--- src/rtl/core/lhre_pkg.sv ---
// Shared types, codes and sizes for the lattice hop release engine.
package lhre_pkg;

  // Lattice geometry
  localparam int MAX_SIDE = 32;
  localparam int MIN_SIDE = 3;
  localparam int COORD_W  = $clog2(MAX_SIDE);
  localparam int SIDE_W   = $clog2(MAX_SIDE + 1);
  localparam int ADDR_W   = 3 * COORD_W;
  localparam int DEPTH    = MAX_SIDE * MAX_SIDE * MAX_SIDE;

  // Counters
  localparam int COUNT_W = 15;
  localparam logic [COUNT_W-1:0] COUNT_MAX = {COUNT_W{1'b1}};

  // Configuration register indexes
  typedef enum logic [0:0] {
    REG_SIDE   = 1'b0,
    REG_TARGET = 1'b1
  } reg_index_t;

  // Action codes
  typedef enum logic [1:0] {
    ACT_FORM = 2'd0,
    ACT_PORE = 2'd1,
    ACT_HOP  = 2'd2,
    ACT_HOP2 = 2'd3
  } action_t;

  // Direction codes
  typedef enum logic [2:0] {
    DIR_XP = 3'd0,
    DIR_XM = 3'd1,
    DIR_YP = 3'd2,
    DIR_YM = 3'd3,
    DIR_ZM = 3'd4,
    DIR_ZP = 3'd5
  } direction_t;

  // Cell contents
  typedef enum logic [1:0] {
    CELL_EMPTY = 2'd0,
    CELL_PART  = 2'd1,
    CELL_WALL  = 2'd2,
    CELL_EXIT  = 2'd3
  } cell_t;

  // Outcome codes
  typedef enum logic [2:0] {
    OUT_FORMED   = 3'd0,
    OUT_PLACED   = 3'd1,
    OUT_REJECTED = 3'd2,
    OUT_NO_PART  = 3'd3,
    OUT_MOVED    = 3'd4,
    OUT_EXITED   = 3'd5,
    OUT_BLOCKED  = 3'd6
  } outcome_t;

  // Controller states
  typedef enum logic [2:0] {
    ST_IDLE,
    ST_FORM,
    ST_PORE,
    ST_RD_SRC,
    ST_RD_NBR,
    ST_DECIDE,
    ST_WR_SRC,
    ST_DONE
  } state_t;

  // Request and result payloads
  typedef struct packed {
    logic [1:0]         action;
    logic [COORD_W-1:0] site_x;
    logic [COORD_W-1:0] site_y;
    logic [COORD_W-1:0] site_z;
    logic [2:0]         direction;
  } req_t;

  typedef struct packed {
    logic [2:0]         outcome;
    logic [COUNT_W-1:0] remaining_count;
    logic [COUNT_W-1:0] released_count;
    logic               target_reached;
  } res_t;

  // Controller to datapath commands
  typedef struct packed {
    logic load;
    logic form_step;
    logic pore_step;
    logic rd_src;
    logic rd_nbr;
    logic decide;
    logic wr_src;
  } dp_cmd_t;

  // Datapath to controller status
  typedef struct packed {
    logic sweep_last;
    logic src_part;
    logic nbr_ok;
    logic nbr_empty;
  } dp_stat_t;

endpackage

--- src/rtl/core/lhre_ctrl.sv ---
// Controller state machine that sequences form, pore and hop requests.
module lhre_ctrl
  import lhre_pkg::*;
(
  input  logic       clk,
  input  logic       rst,
  input  logic       start,
  input  logic [1:0] action,
  input  dp_stat_t   stat,
  output dp_cmd_t    cmd,
  output logic       busy,
  output logic       done
);

  state_t state;
  state_t state_next;

  // State register
  always_ff @(posedge clk) begin
    if (rst) begin
      state <= ST_IDLE;
    end else begin
      state <= state_next;
    end
  end

  // Next state and commands
  always_comb begin
    state_next = state;
    cmd        = '0;
    busy       = 1'b1;
    done       = 1'b0;
    case (state)
      ST_IDLE: begin
        busy = 1'b0;
        if (start) begin
          cmd.load = 1'b1;
          case (action)
            ACT_FORM: state_next = ST_FORM;
            ACT_PORE: state_next = ST_PORE;
            default:  state_next = ST_RD_SRC;
          endcase
        end
      end
      ST_FORM: begin
        cmd.form_step = 1'b1;
        if (stat.sweep_last) begin
          state_next = ST_DONE;
        end
      end
      ST_PORE: begin
        cmd.pore_step = 1'b1;
        state_next    = ST_DONE;
      end
      ST_RD_SRC: begin
        cmd.rd_src = 1'b1;
        state_next = ST_RD_NBR;
      end
      ST_RD_NBR: begin
        // No particle or a neighbor off the lattice ends the hop here.
        cmd.rd_nbr = 1'b1;
        if (stat.src_part && stat.nbr_ok) begin
          state_next = ST_DECIDE;
        end else begin
          state_next = ST_DONE;
        end
      end
      ST_DECIDE: begin
        cmd.decide = 1'b1;
        if (stat.nbr_empty) begin
          state_next = ST_WR_SRC;
        end else begin
          state_next = ST_DONE;
        end
      end
      ST_WR_SRC: begin
        cmd.wr_src = 1'b1;
        state_next = ST_DONE;
      end
      ST_DONE: begin
        done       = 1'b1;
        state_next = ST_IDLE;
      end
      default: begin
        state_next = ST_IDLE;
      end
    endcase
  end

endmodule

--- config.mk ---
export PLATFORM = sky130hd
export DESIGN_NAME = lhre_ctrl
export DESIGN_NICKNAME = d
export VERILOG_FILES = /design/src/rtl/core/lhre_pkg.sv /design/src/rtl/core/lhre_ctrl.sv
export SDC_FILE = /design/constraint.sdc
export NUM_CORES = 1
export LEC_CHECK = 0
export BUFFER_PORTS_ARGS = -buffer_cell sky130_fd_sc_hd__buf_2
export CELL_PAD_IN_SITES_DETAIL_PLACEMENT = 0
export CELL_PAD_IN_SITES_GLOBAL_PLACEMENT = 1
export CORE_AREA = 4 4 41 43
export DETAILED_ROUTE_END_ITERATION = 8
export DIE_AREA = 0 0 45 47
export PLACE_DENSITY = 0.69
export SLEW_MARGIN = 20
export SYNTH_ARGS = -nofsm -noshare
export SYNTH_HDL_FRONTEND = slang
export SYNTH_SLANG_ARGS = --single-unit
--- constraint.sdc ---
create_clock -name clk -period 1.21 [get_ports clk]
set_input_delay 0.121 -clock clk [delete_from_list [all_inputs] [get_ports clk]]
set_output_delay 0.121 -clock clk [all_outputs]
set_load 0.005 [all_outputs]
==> out/metrics.yaml, run 1 <==
layout:
  reg_top3: "state (3)"
  drive_above_1_share_pct: 66.67
  largest_register_ffs: 3
  top_register: "state"
  final_nets: 64
  num_antenna_cells: 0
  area_growth_pct: 69.50
  post-route-util_pct: 32.60
yosys:
  ys_warn_count: 0
  syn_area_sq_um: 250.2
  synth-seq-cells: 3
  synth_top_area_share_pct: 24.00
  synth_cell_types: 20
  avgSynthCellArea_sq_um: 8.072
  synthFlopType: "dfxtp_1"
  yosysMostFrequentCell: "nor2_1"
  synth_area_leaders: "dfxtp_1 24%, buf_6 9.0%, nor2_1 7.5%, a221oi_2 6.0%, nor3b_1 6.0%"
  syn_nets: 40
  yosysSeqAreaShare_pct: 24.00
  synth-edff-count: 0
  syn_inst: 31
  synthTopCellsByCount: "5 x nor2_1, 3 x dfxtp_1, 3 x inv_1"
  async_flop_share_pct: 0
  synth_top_area_cell: "dfxtp_1"
sta:
  worst_hold_slack_ps: 78.26
  fin_ws_ps: -1.362
  max_freq_mhz: 825.5
  skew_ps: 4.332
  worst_slew_pin_slew_ps: 254.2
  period_needed_ps: 1211
  slew_headroom_pct: 83.02
  fin_tns_setup_ps: -1.362
  rsz0062_at_grt: "yes"
  final_max_slew_viol_count: 0
  setup_viol: 1
  hold_violations: 0
  fin_crit_sh_pct: 100.1
clock_tree:
  cts_buffers: 3
  clock-sinks: 3
  clock-root-buffer: "clkbuf_4"
  cts-htree-levels: 1
  clk_latency_ps: 230
  clockBufferDepth: 2
  clk_pin_slew_worst_paths_ps: 40
  cts_tree: "built"
worst_setup_path:
  cp_max_fo: 6
  arrival_ps: 1090
  path_class: "reg2out"
  cpPeakStageDelay_ps: 360
  cp-end-kind: "output port"
  crit_chain: "nor3_4 > inv_1 > nor2_1 > buf_2"
  crit_path_start_kind: "flop"
  startpoint: "state[1]$_SDFFE_PP0P_"
  crit_slowest_cell: "dfxtp_4"
  reg2reg_from: "state[2]$_SDFFE_PP0P_"
  crit_required_ps: 1090
power:
  finalPower_w: 0.0006306
  cellLeakagePower_nw: 0.2246
  p_per_area_mw_per_mm2: 1487
  irDropWorstVdd_mv: 0.5862
min_path:
  holdCritStartpoint: "rst"
  holdCritPathClass: "in2reg"
floorplan:
  num_io_pins: 18
  die_area_sq_mm: 0.002115
  core-area_sq_mm: 0.001301
  die_h_microns: 47
  die_x_microns: 45
  initial_core_util_pct: 19.23
  placementRows: 13
global_routing:
  grtUsageTotal_pct: 7.036
  grt_antenna_before_repair: 0
  grt_start_max_net_pins: 8
  overflow: 0
  first_global_vias: 280
  grt_pass1_wl_microns: 959
routing:
  num_vias: 296
  avgViaCountPerCell: 4.290
  postRouteAntennaNets: 0
  wire_per_inst_microns: 10.54
  drc_errors: 0
  dr.pass1.iters: 2
  drt-total-wl_microns: 727
  drtIter0Drc: 2
placement:
  dpl_worst_slack_ps: 78.64
  place_congestion: 0.7569
  dp_hpwl_microns: 524.2
  io_buffers: 17
status:
  violations: "negative setup slack"
  status: "finished with violations"
job:
  max-cap-violations: 0
-- final timing paths --
path | endpoint | slack [ps] | cells past startpoint
worst min-delay path | state[0]$_SDFFE_PP0P_ | 80 | 2
worst max register to register | state[0]$_SDFFE_PP0P_ | 70 | 4
worst min register to register | state[0]$_SDFFE_PP0P_ | 590 | 3
worst max-delay path | cmd[6] | -1 | 4
-- metal layers --
layer / global-route usage (%) / vias to the layer above / routed length (microns)
met1: 6.606 / 126 / 316
met3: 1.149 / 2 / 47
met2: 10.17 / 12 / 334
met5: 0 / - / 0
li1: - / 156 / -
met4: 12.28 / 0 / 27
-- power breakdown --
part	switching (W)	leakage, nW	internal [W]
Clock	0.0000514	0.0150	0.000124
Combinational	0.000126	0.183	0.000161
Sequential	0.0000403	0.0264	0.000128
-- critical path: cells and delay by family (launching register included) --
family	cells	cell delay, ps
buf+inv	2	180
flops	1	360
simple gates	2	310
-- layout make-up --
| class | instances | area, sq um |
|---|---|---|
| clock buffers | 4 | 26.28 |
| fillers | 153 | 877.1 |
| inverters | 3 | 11.26 |
| multi-input cells | 22 | 168.9 |
| flip-flops and latches | 3 | 68.82 |
| well taps | 15 | 18.77 |
| repair buffers | 22 | 130.1 |
-- placed cells by master (no fill, tap or decap), types with 2 or more instances in the layout --
cell type  instances
buf_2             17
buf_4              3
buf_6              2
clkbuf_4           3
dfxtp_4            2
inv_1              3
nand2_1            2
nor2_1             4
-- cell families (layout without fill, tap and decap cells) --
kind of cell / after synthesis / after routing / share of synthesized area [%]
DFF: 3 / 3 / 24.00
AOI/OAI and AO/OA: 6 / 6 / 23.50
buffers and inverters: 6 / 29 / 15.50
and+or+nand+nor: 16 / 16 / 37.00
-- metrics by stage --
step / cell area (sq um) / cells
after global placement: 356.6 / 64
after CTS: 397.9 / 68
after floorplan: 250.2 / 31
after global routing: 424.2 / 69
after detailed placement: 356.6 / 64
final: 424.2 / 69
-- what timing repair did --
action,4_1_cts,5_1_grt
hold buffers,0,0
setup buffers,0,1
hold endpoints to repair,0,0
pin swaps,0,1
endpoints found under the setup margin,7,9
resized for setup,6,5
Power figures use the tool's default switching activity.
==> inputs of run 2 (changes only) <==
Settings changed: CTS_CLUSTER_DIAMETER set to 200, PLACE_DENSITY 0.69 to 0.71.
Clock period 1.21 ns to 0.97 ns, I/O delays scaled along.
==> run 2 against run 1 <==
- the run still ends with negative setup slack left
- core utilization grew 8.8 points
- die area did not move
- final area is 27% higher
- register-to-register slack worse by 290 ps
- clock skew fell by 4.1 ps
- final cell count rose by 12%
- sequential power is 27% higher
- critical path type is now reg2reg
- critical endpoint is now state[0]$_SDFFE_PP0P_
- largest power group unchanged
- highest routed layer is now met3
==> out/metrics.yaml, run 2 (synthesized netlist as in run 1, its figures left out) <==
power:
  combPwrFrac_pct: 56.0  # +10 points
  clkPwrFrac_pct: 22.0  # -5.7 points
  switchingPower_w: 0.0003262  # +50%
  switching_share_pct: 33.42  # -1.2 points
  cellLeakagePower_nw: 0.2734  # +22%
  p_int_w: 0.0006498  # +58%
  irDropWorstVdd_mv: 0.7316  # +25%
  p_per_area_mw_per_mm2: 1810  # +22%
  p_seq_share_pct: 21.9  # -4.8 points
  finalPower_w: 0.0009761  # +55%
floorplan:
  placementRows: 13  # unchanged
  core-area_sq_mm: 0.001301  # unchanged
  initial_core_util_pct: 19.23  # unchanged
  num_io_pins: 18  # unchanged
  die_area_sq_mm: 0.002115  # unchanged
  die_x_microns: 45  # unchanged
  die_h_microns: 47  # unchanged
clock_tree:
  cts_tree: "built"
  cts_buffers: 3  # unchanged
  clockBufferDepth: 2  # unchanged
  ctsHoldBuffers: 0  # unchanged
  clk_pin_slew_worst_paths_ps: 40  # about the same
  clk_latency_ps: 230  # about the same
  clock-root-buffer: "clkbuf_4"
  clock-sinks: 3  # unchanged
  cts-htree-levels: 1  # unchanged
min_path:
  hold_path_end: "state[0]$_SDFFE_PP0P_"
  holdCritStartpoint: "rst"
  hold_depth: 2  # unchanged
  holdCritPathClass: "in2reg"
worst_setup_path:
  arrival_ps: 1330  # +240 ps
  timing.reg2reg.setup_slack_ps: -220  # -290 ps
  crit_slowest_cell: "dfxtp_4"
  crit_required_ps: 1110  # +20 ps
  cp_max_fo: 5  # -1
  reg2reg_from: "state[2]$_SDFFE_PP0P_"
  cpPeakStageDelay_ps: 380  # +20 ps
  crit_path_start_kind: "flop"
  cp-end-kind: "flop"
  reg2reg_depth: 5  # +1
  reg2reg_to: "state[0]$_SDFFE_PP0P_"
  crit_chain: "nor3_4 > buf_4 > buf_6 > a32o_1 > a221oi_2"
  path_class: "reg2reg"
global_routing:
  grt_antenna_before_repair: 0  # unchanged
  overflow: 0  # unchanged
  grtUsageTotal_pct: 7.498  # +0.46 points
  grt_start_max_net_pins: 8  # unchanged
  grt_pass1_wl_microns: 1138  # +19%
  first_global_vias: 294  # +5.0%
routing:
  num_vias: 346  # +17%
  dr.pass1.iters: 4  # +2
  drtIter0Drc: 3  # +1
  avgViaCountPerCell: 4.494  # +4.7%
  drc_errors: 0  # unchanged
  wire_per_inst_microns: 9.935  # -5.7%
  postRouteAntennaNets: 0  # unchanged
  drt-total-wl_microns: 765  # +5.2%
sta:
  hold_violations: 0  # unchanged
  worst_slew_pin_slew_ps: 206.4  # -47.83 ps
  rsz0062_at_grt: "yes"
  max_freq_mhz: 839.8
  setup_viol: 12  # +11
  fin_ws_ps: -220.8  # -219.4 ps
  slew_headroom_pct: 86.20  # +3.2 points
  fin_crit_sh_pct: 122.8
  period_needed_ps: 1191
  final_max_slew_viol_count: 0  # unchanged
  skew_ps: 0.2368  # -4.095 ps
placement:
  place_congestion: 0.7520  # -0.65%
  place_area_sq_um: 374.1  # +4.9%
  dpl_worst_slack_ps: -87.23  # -165.9 ps
  io_buffers: 17  # unchanged
layout:
  area_growth_pct: 115.5
  reg_top3: "state (3)"
  drive_above_1_share_pct: 77.42  # +11 points
  num_antenna_cells: 0  # unchanged
  mostFrequentLayoutCell: "buf_2"
  layout_common_cells: "16 x buf_2, 8 x buf_4, 6 x buf_6"
  largest_register_ffs: 3  # unchanged
  stdcell_area_sq_um: 539.3  # +27%
  top_register: "state"
  final_nets: 72  # +13%
status:
  status: "finished with violations"
  violations: "negative setup slack"
job:
  max-cap-violations: 0  # unchanged
## run 2: layer usage
layer / share of wire [%] / track usage [%] / up-vias
met4: 0 / 7.018 / 0
met5: 0 / 0 / -
li1: - / - / 174
met1: 37 / 7.710 / 158
met2: 53 / 12.71 / 14
met3: 9.4 / 1.533 / 0
## run 2: layout make-up
cell class / instances / area (sq um)
tap: 15 / 18.77
inverter: 3 / 11.26
clock buffer: 4 / 26.28
multi-input combinational: 22 / 203.9
sequential: 3 / 71.32
fill: 151 / 762.0
timing repair buffer: 30 / 207.7
## run 2: worst max path at each step
stage / startpoint / endpoint / slack (ps) / depth (start not counted)
6_report: state[2]$_SDFFE_PP0P_ / state[0]$_SDFFE_PP0P_ / -220 / 5
2_1_floorplan: state[2]$_SDFFE_PP0P_ / state[0]$_SDFFE_PP0P_ / -80 / 4
4_1_cts: state[0]$_SDFFE_PP0P_ / cmd[6] / -180 / 4
3_3_place_gp: state[0]$_SDFFE_PP0P_ / state[1]$_SDFFE_PP0P_ / -80 / 3
3_5_place_dp: state[0]$_SDFFE_PP0P_ / state[1]$_SDFFE_PP0P_ / -90 / 3
5_1_grt: state[1]$_SDFFE_PP0P_ / state[0]$_SDFFE_PP0P_ / -250 / 5
## run 2: critical path: cells and delay by family, from the launching register on
| kind | cells | cell delay, ps |
|---|---|---|
| AOI/OAI and AO/OA | 2 | 420 |
| and+or+nand+nor | 1 | 60 |
| buffers and inverters | 2 | 240 |
| DFF | 1 | 380 |
## run 2: power by group through the flow
stage / clock, W / combinational, W / sequential (W)
3_5_place_dp: 0 / 0.000332 / 0.000195
4_1_cts: 0.000226 / 0.000443 / 0.000211
5_1_grt: 0.000235 / 0.000592 / 0.000220
2_1_floorplan: 0 / 0.000221 / 0.000174
3_3_place_gp: 0 / 0.000333 / 0.000193
6_report: 0.000215 / 0.000547 / 0.000214
## run 2: metrics by stage
stage	hold slack, ps	util [%]	std cells	TNS, ps
2_1_floorplan	163.2	-	31	-109.5
3_5_place_dp	302.7	28.75	66	-210.3
5_1_grt	70.33	41.44	77	-2313
3_3_place_gp	311.3	28.75	66	-194.5
6_report	66.42	41.44	77	-1726
4_1_cts	63.05	37.60	74	-1519
## run 2: what timing repair did
action | 4_1_cts | 5_1_grt
gates cloned | 0 | 0
pin swaps | 9 | 3
buffers inserted | 4 | 3
endpoints found under the setup margin | 11 | 12
gates resized for setup | 15 | 7
==> inputs of run 3 (changes only) <==
Settings changed: CELL_PAD_IN_SITES_DETAIL_PLACEMENT 0 to not set, CELL_PAD_IN_SITES_GLOBAL_PLACEMENT 1 to not set, PLACE_DENSITY 0.71 to 0.55, TNS_END_PERCENT set to 50.
==> run 3 against run 2 <==
- the run still ends with negative setup slack left
- core utilization down 4.1 points
- sequential power increased by 4%
- final cell count down 5.2%
- clock-buffer cell count did not move
- final area shrank 10%
- sequential cell count unchanged
- via count is 3.8% lower
- total power is 10% lower
- register-to-register slack better by 40 ps
- critical endpoint is now cmd[0]
- largest power group unchanged
==> out/metrics.yaml, run 3 (synthesized netlist as in run 1, its figures left out) <==
sta:
  max_freq_mhz: 868.5  # +3.4%
  setup_viol: 12  # unchanged
  fin_ws_ps: -181.4  # +39.35 ps
  fin_crit_sh_pct: 118.7  # -4.1 points
  hold_violations: 0  # unchanged
  slew_headroom_pct: 84.99  # -1.2 points
  worst_slew_pin_slew_ps: 225.2  # +18.86 ps
  period_needed_ps: 1151  # -39.35 ps
  fin_tns_setup_ps: -1576  # +150.5 ps
  skew_ps: 1.907  # +1.670 ps
  rsz0062_at_grt: "yes"
  final_max_slew_viol_count: 0  # unchanged
clock_tree:
  cts_buffers: 3  # unchanged
  ctsHoldBuffers: 0  # unchanged
  cts-htree-levels: 1  # unchanged
  clockBufferDepth: 2  # unchanged
  clock-sinks: 3  # unchanged
  clock-root-buffer: "clkbuf_4"
  clk_pin_slew_worst_paths_ps: 40  # about the same
  clk_latency_ps: 230  # about the same
  cts_tree: "built"
power:
  cellLeakagePower_nw: 0.2494  # -8.8%
  finalPower_w: 0.0008785  # -10%
  p_per_area_mw_per_mm2: 1810  # about the same
  irDropWorstVdd_mv: 0.5711  # -22%
routing:
  avgViaCountPerCell: 4.562  # +1.5%
  num_vias: 333  # -3.8%
  drt-total-wl_microns: 855  # +12%
  wire_per_inst_microns: 11.71  # +18%
  drtIter0Drc: 2  # -1
  dr.pass1.iters: 4  # unchanged
  postRouteAntennaNets: 0  # unchanged
  drc_errors: 0  # unchanged
layout:
  drive_above_1_share_pct: 72.41  # -5.0 points
  layout_common_cells: "16 x buf_2, 5 x buf_6, 5 x buf_4"
  reg_top3: "state (3)"
  num_antenna_cells: 0  # unchanged
  top_register: "state"
  stdcell_count: 73  # -5.2%
  mostFrequentLayoutCell: "buf_2"
  final_nets: 68  # -5.6%
  area_growth_pct: 94.00
  stdcell_area_sq_um: 485.5  # -10%
  largest_register_ffs: 3  # unchanged
floorplan:
  die_x_microns: 45  # unchanged
  placementRows: 13  # unchanged
  initial_core_util_pct: 19.23  # unchanged
  die_h_microns: 47  # unchanged
  num_io_pins: 18  # unchanged
  die_area_sq_mm: 0.002115  # unchanged
  core-area_sq_mm: 0.001301  # unchanged
placement:
  place_area_sq_um: 381.6  # +2.0%
  place_congestion: 0.7423  # -1.3%
  dpl_worst_slack_ps: -113.8  # -26.56 ps
  place_inst: 67  # +1.5%
  io_buffers: 17  # unchanged
  dp_hpwl_microns: 563.1
worst_setup_path:
  critPathTopFamily: "flip-flops"
  crit_path_start_kind: "flop"
  arrival_ps: 1050  # -280 ps
  cp-end-kind: "output port"
  crit_slowest_cell: "dfxtp_4"
  cpPeakStageDelay_ps: 370  # about the same
  cp_max_fo: 7  # +2
  reg2reg_from: "state[1]$_SDFFE_PP0P_"
  crit_required_ps: 870  # -240 ps
  startpoint: "state[0]$_SDFFE_PP0P_"
  crit_chain: "buf_6 > and3b_2 > buf_2"
  cp_num_buf_inv: 2  # unchanged
  path_class: "reg2out"
status:
  violations: "negative setup slack"
  status: "finished with violations"
min_path:
  holdCritStartpoint: "rst"
  holdCritPathClass: "in2reg"
global_routing:
  overflow: 0  # unchanged
  first_global_vias: 277  # -5.8%
  grt_pass1_wl_microns: 1255  # +10%
  grt_start_max_net_pins: 8  # unchanged
  grtUsageTotal_pct: 8.926  # +1.4 points
  grt_antenna_before_repair: 0  # unchanged
job:
  max-cap-violations: 0  # unchanged
==> run 3: changes by cell type in the layout (fill, tap and decap cells not counted), sizes merged <==
cell,delta
buf,-4
==> run 3: path summary, 6_finish.rpt <==
path	to	slack, ps	depth (start not counted)
setup / recovery	cmd[0]	-180	3
hold / removal	state[0]$_SDFFE_PP0P_	70	2
setup reg to reg	state[0]$_SDFFE_PP0P_	-180	4
hold reg to reg	state[1]$_SDFFE_PP0P_	700	2
==> run 3: layout make-up <==
| cell class | count | area (sq um) |
|---|---|---|
| clock buffers | 4 | 26.28 |
| well taps | 15 | 18.77 |
| fillers | 153 | 815.8 |
| flip-flops and latches | 3 | 71.32 |
| repair buffers | 26 | 173.9 |
| multi-input cells | 22 | 183.9 |
| inverters | 3 | 11.26 |
==> run 3: layer usage <==
layer | part of all wire, % | vias to the layer above | GRT usage [%]
li1 | - | 163 | -
met1 | 40 | 150 | 10.23
met2 | 47 | 16 | 11.86
met3 | 8.1 | 4 | 3.065
met4 | 4.8 | 0 | 10.53
met5 | 0 | - | 0
==> run 3: what timing repair did <==
action	4_1_cts	5_1_grt
gates resized for setup	10	7
endpoints found under the setup margin	11	12
buffers inserted	1	1
endpoints found under the hold margin	0	0
pin swaps	3	2
==> run 3: where the power goes <==
part	leakage [nW]	switching [W]	total (W)	internal, W
registers	0.0267	0.0000613	0.000223	0.000162
clock network	0.0150	0.0000636	0.000218	0.000154
logic	0.208	0.000179	0.000438	0.000259
total	0.249	0.000304	0.000879	0.000574
==> run 3: per-stage QoR <==
step	utilization, %	hold slack, ps
2_1_floorplan	-	163.2
3_3_place_gp	29.33	307.4
3_5_place_dp	29.33	307.5
4_1_cts	34.71	57.59
5_1_grt	37.31	83.25
6_report	37.31	70.48
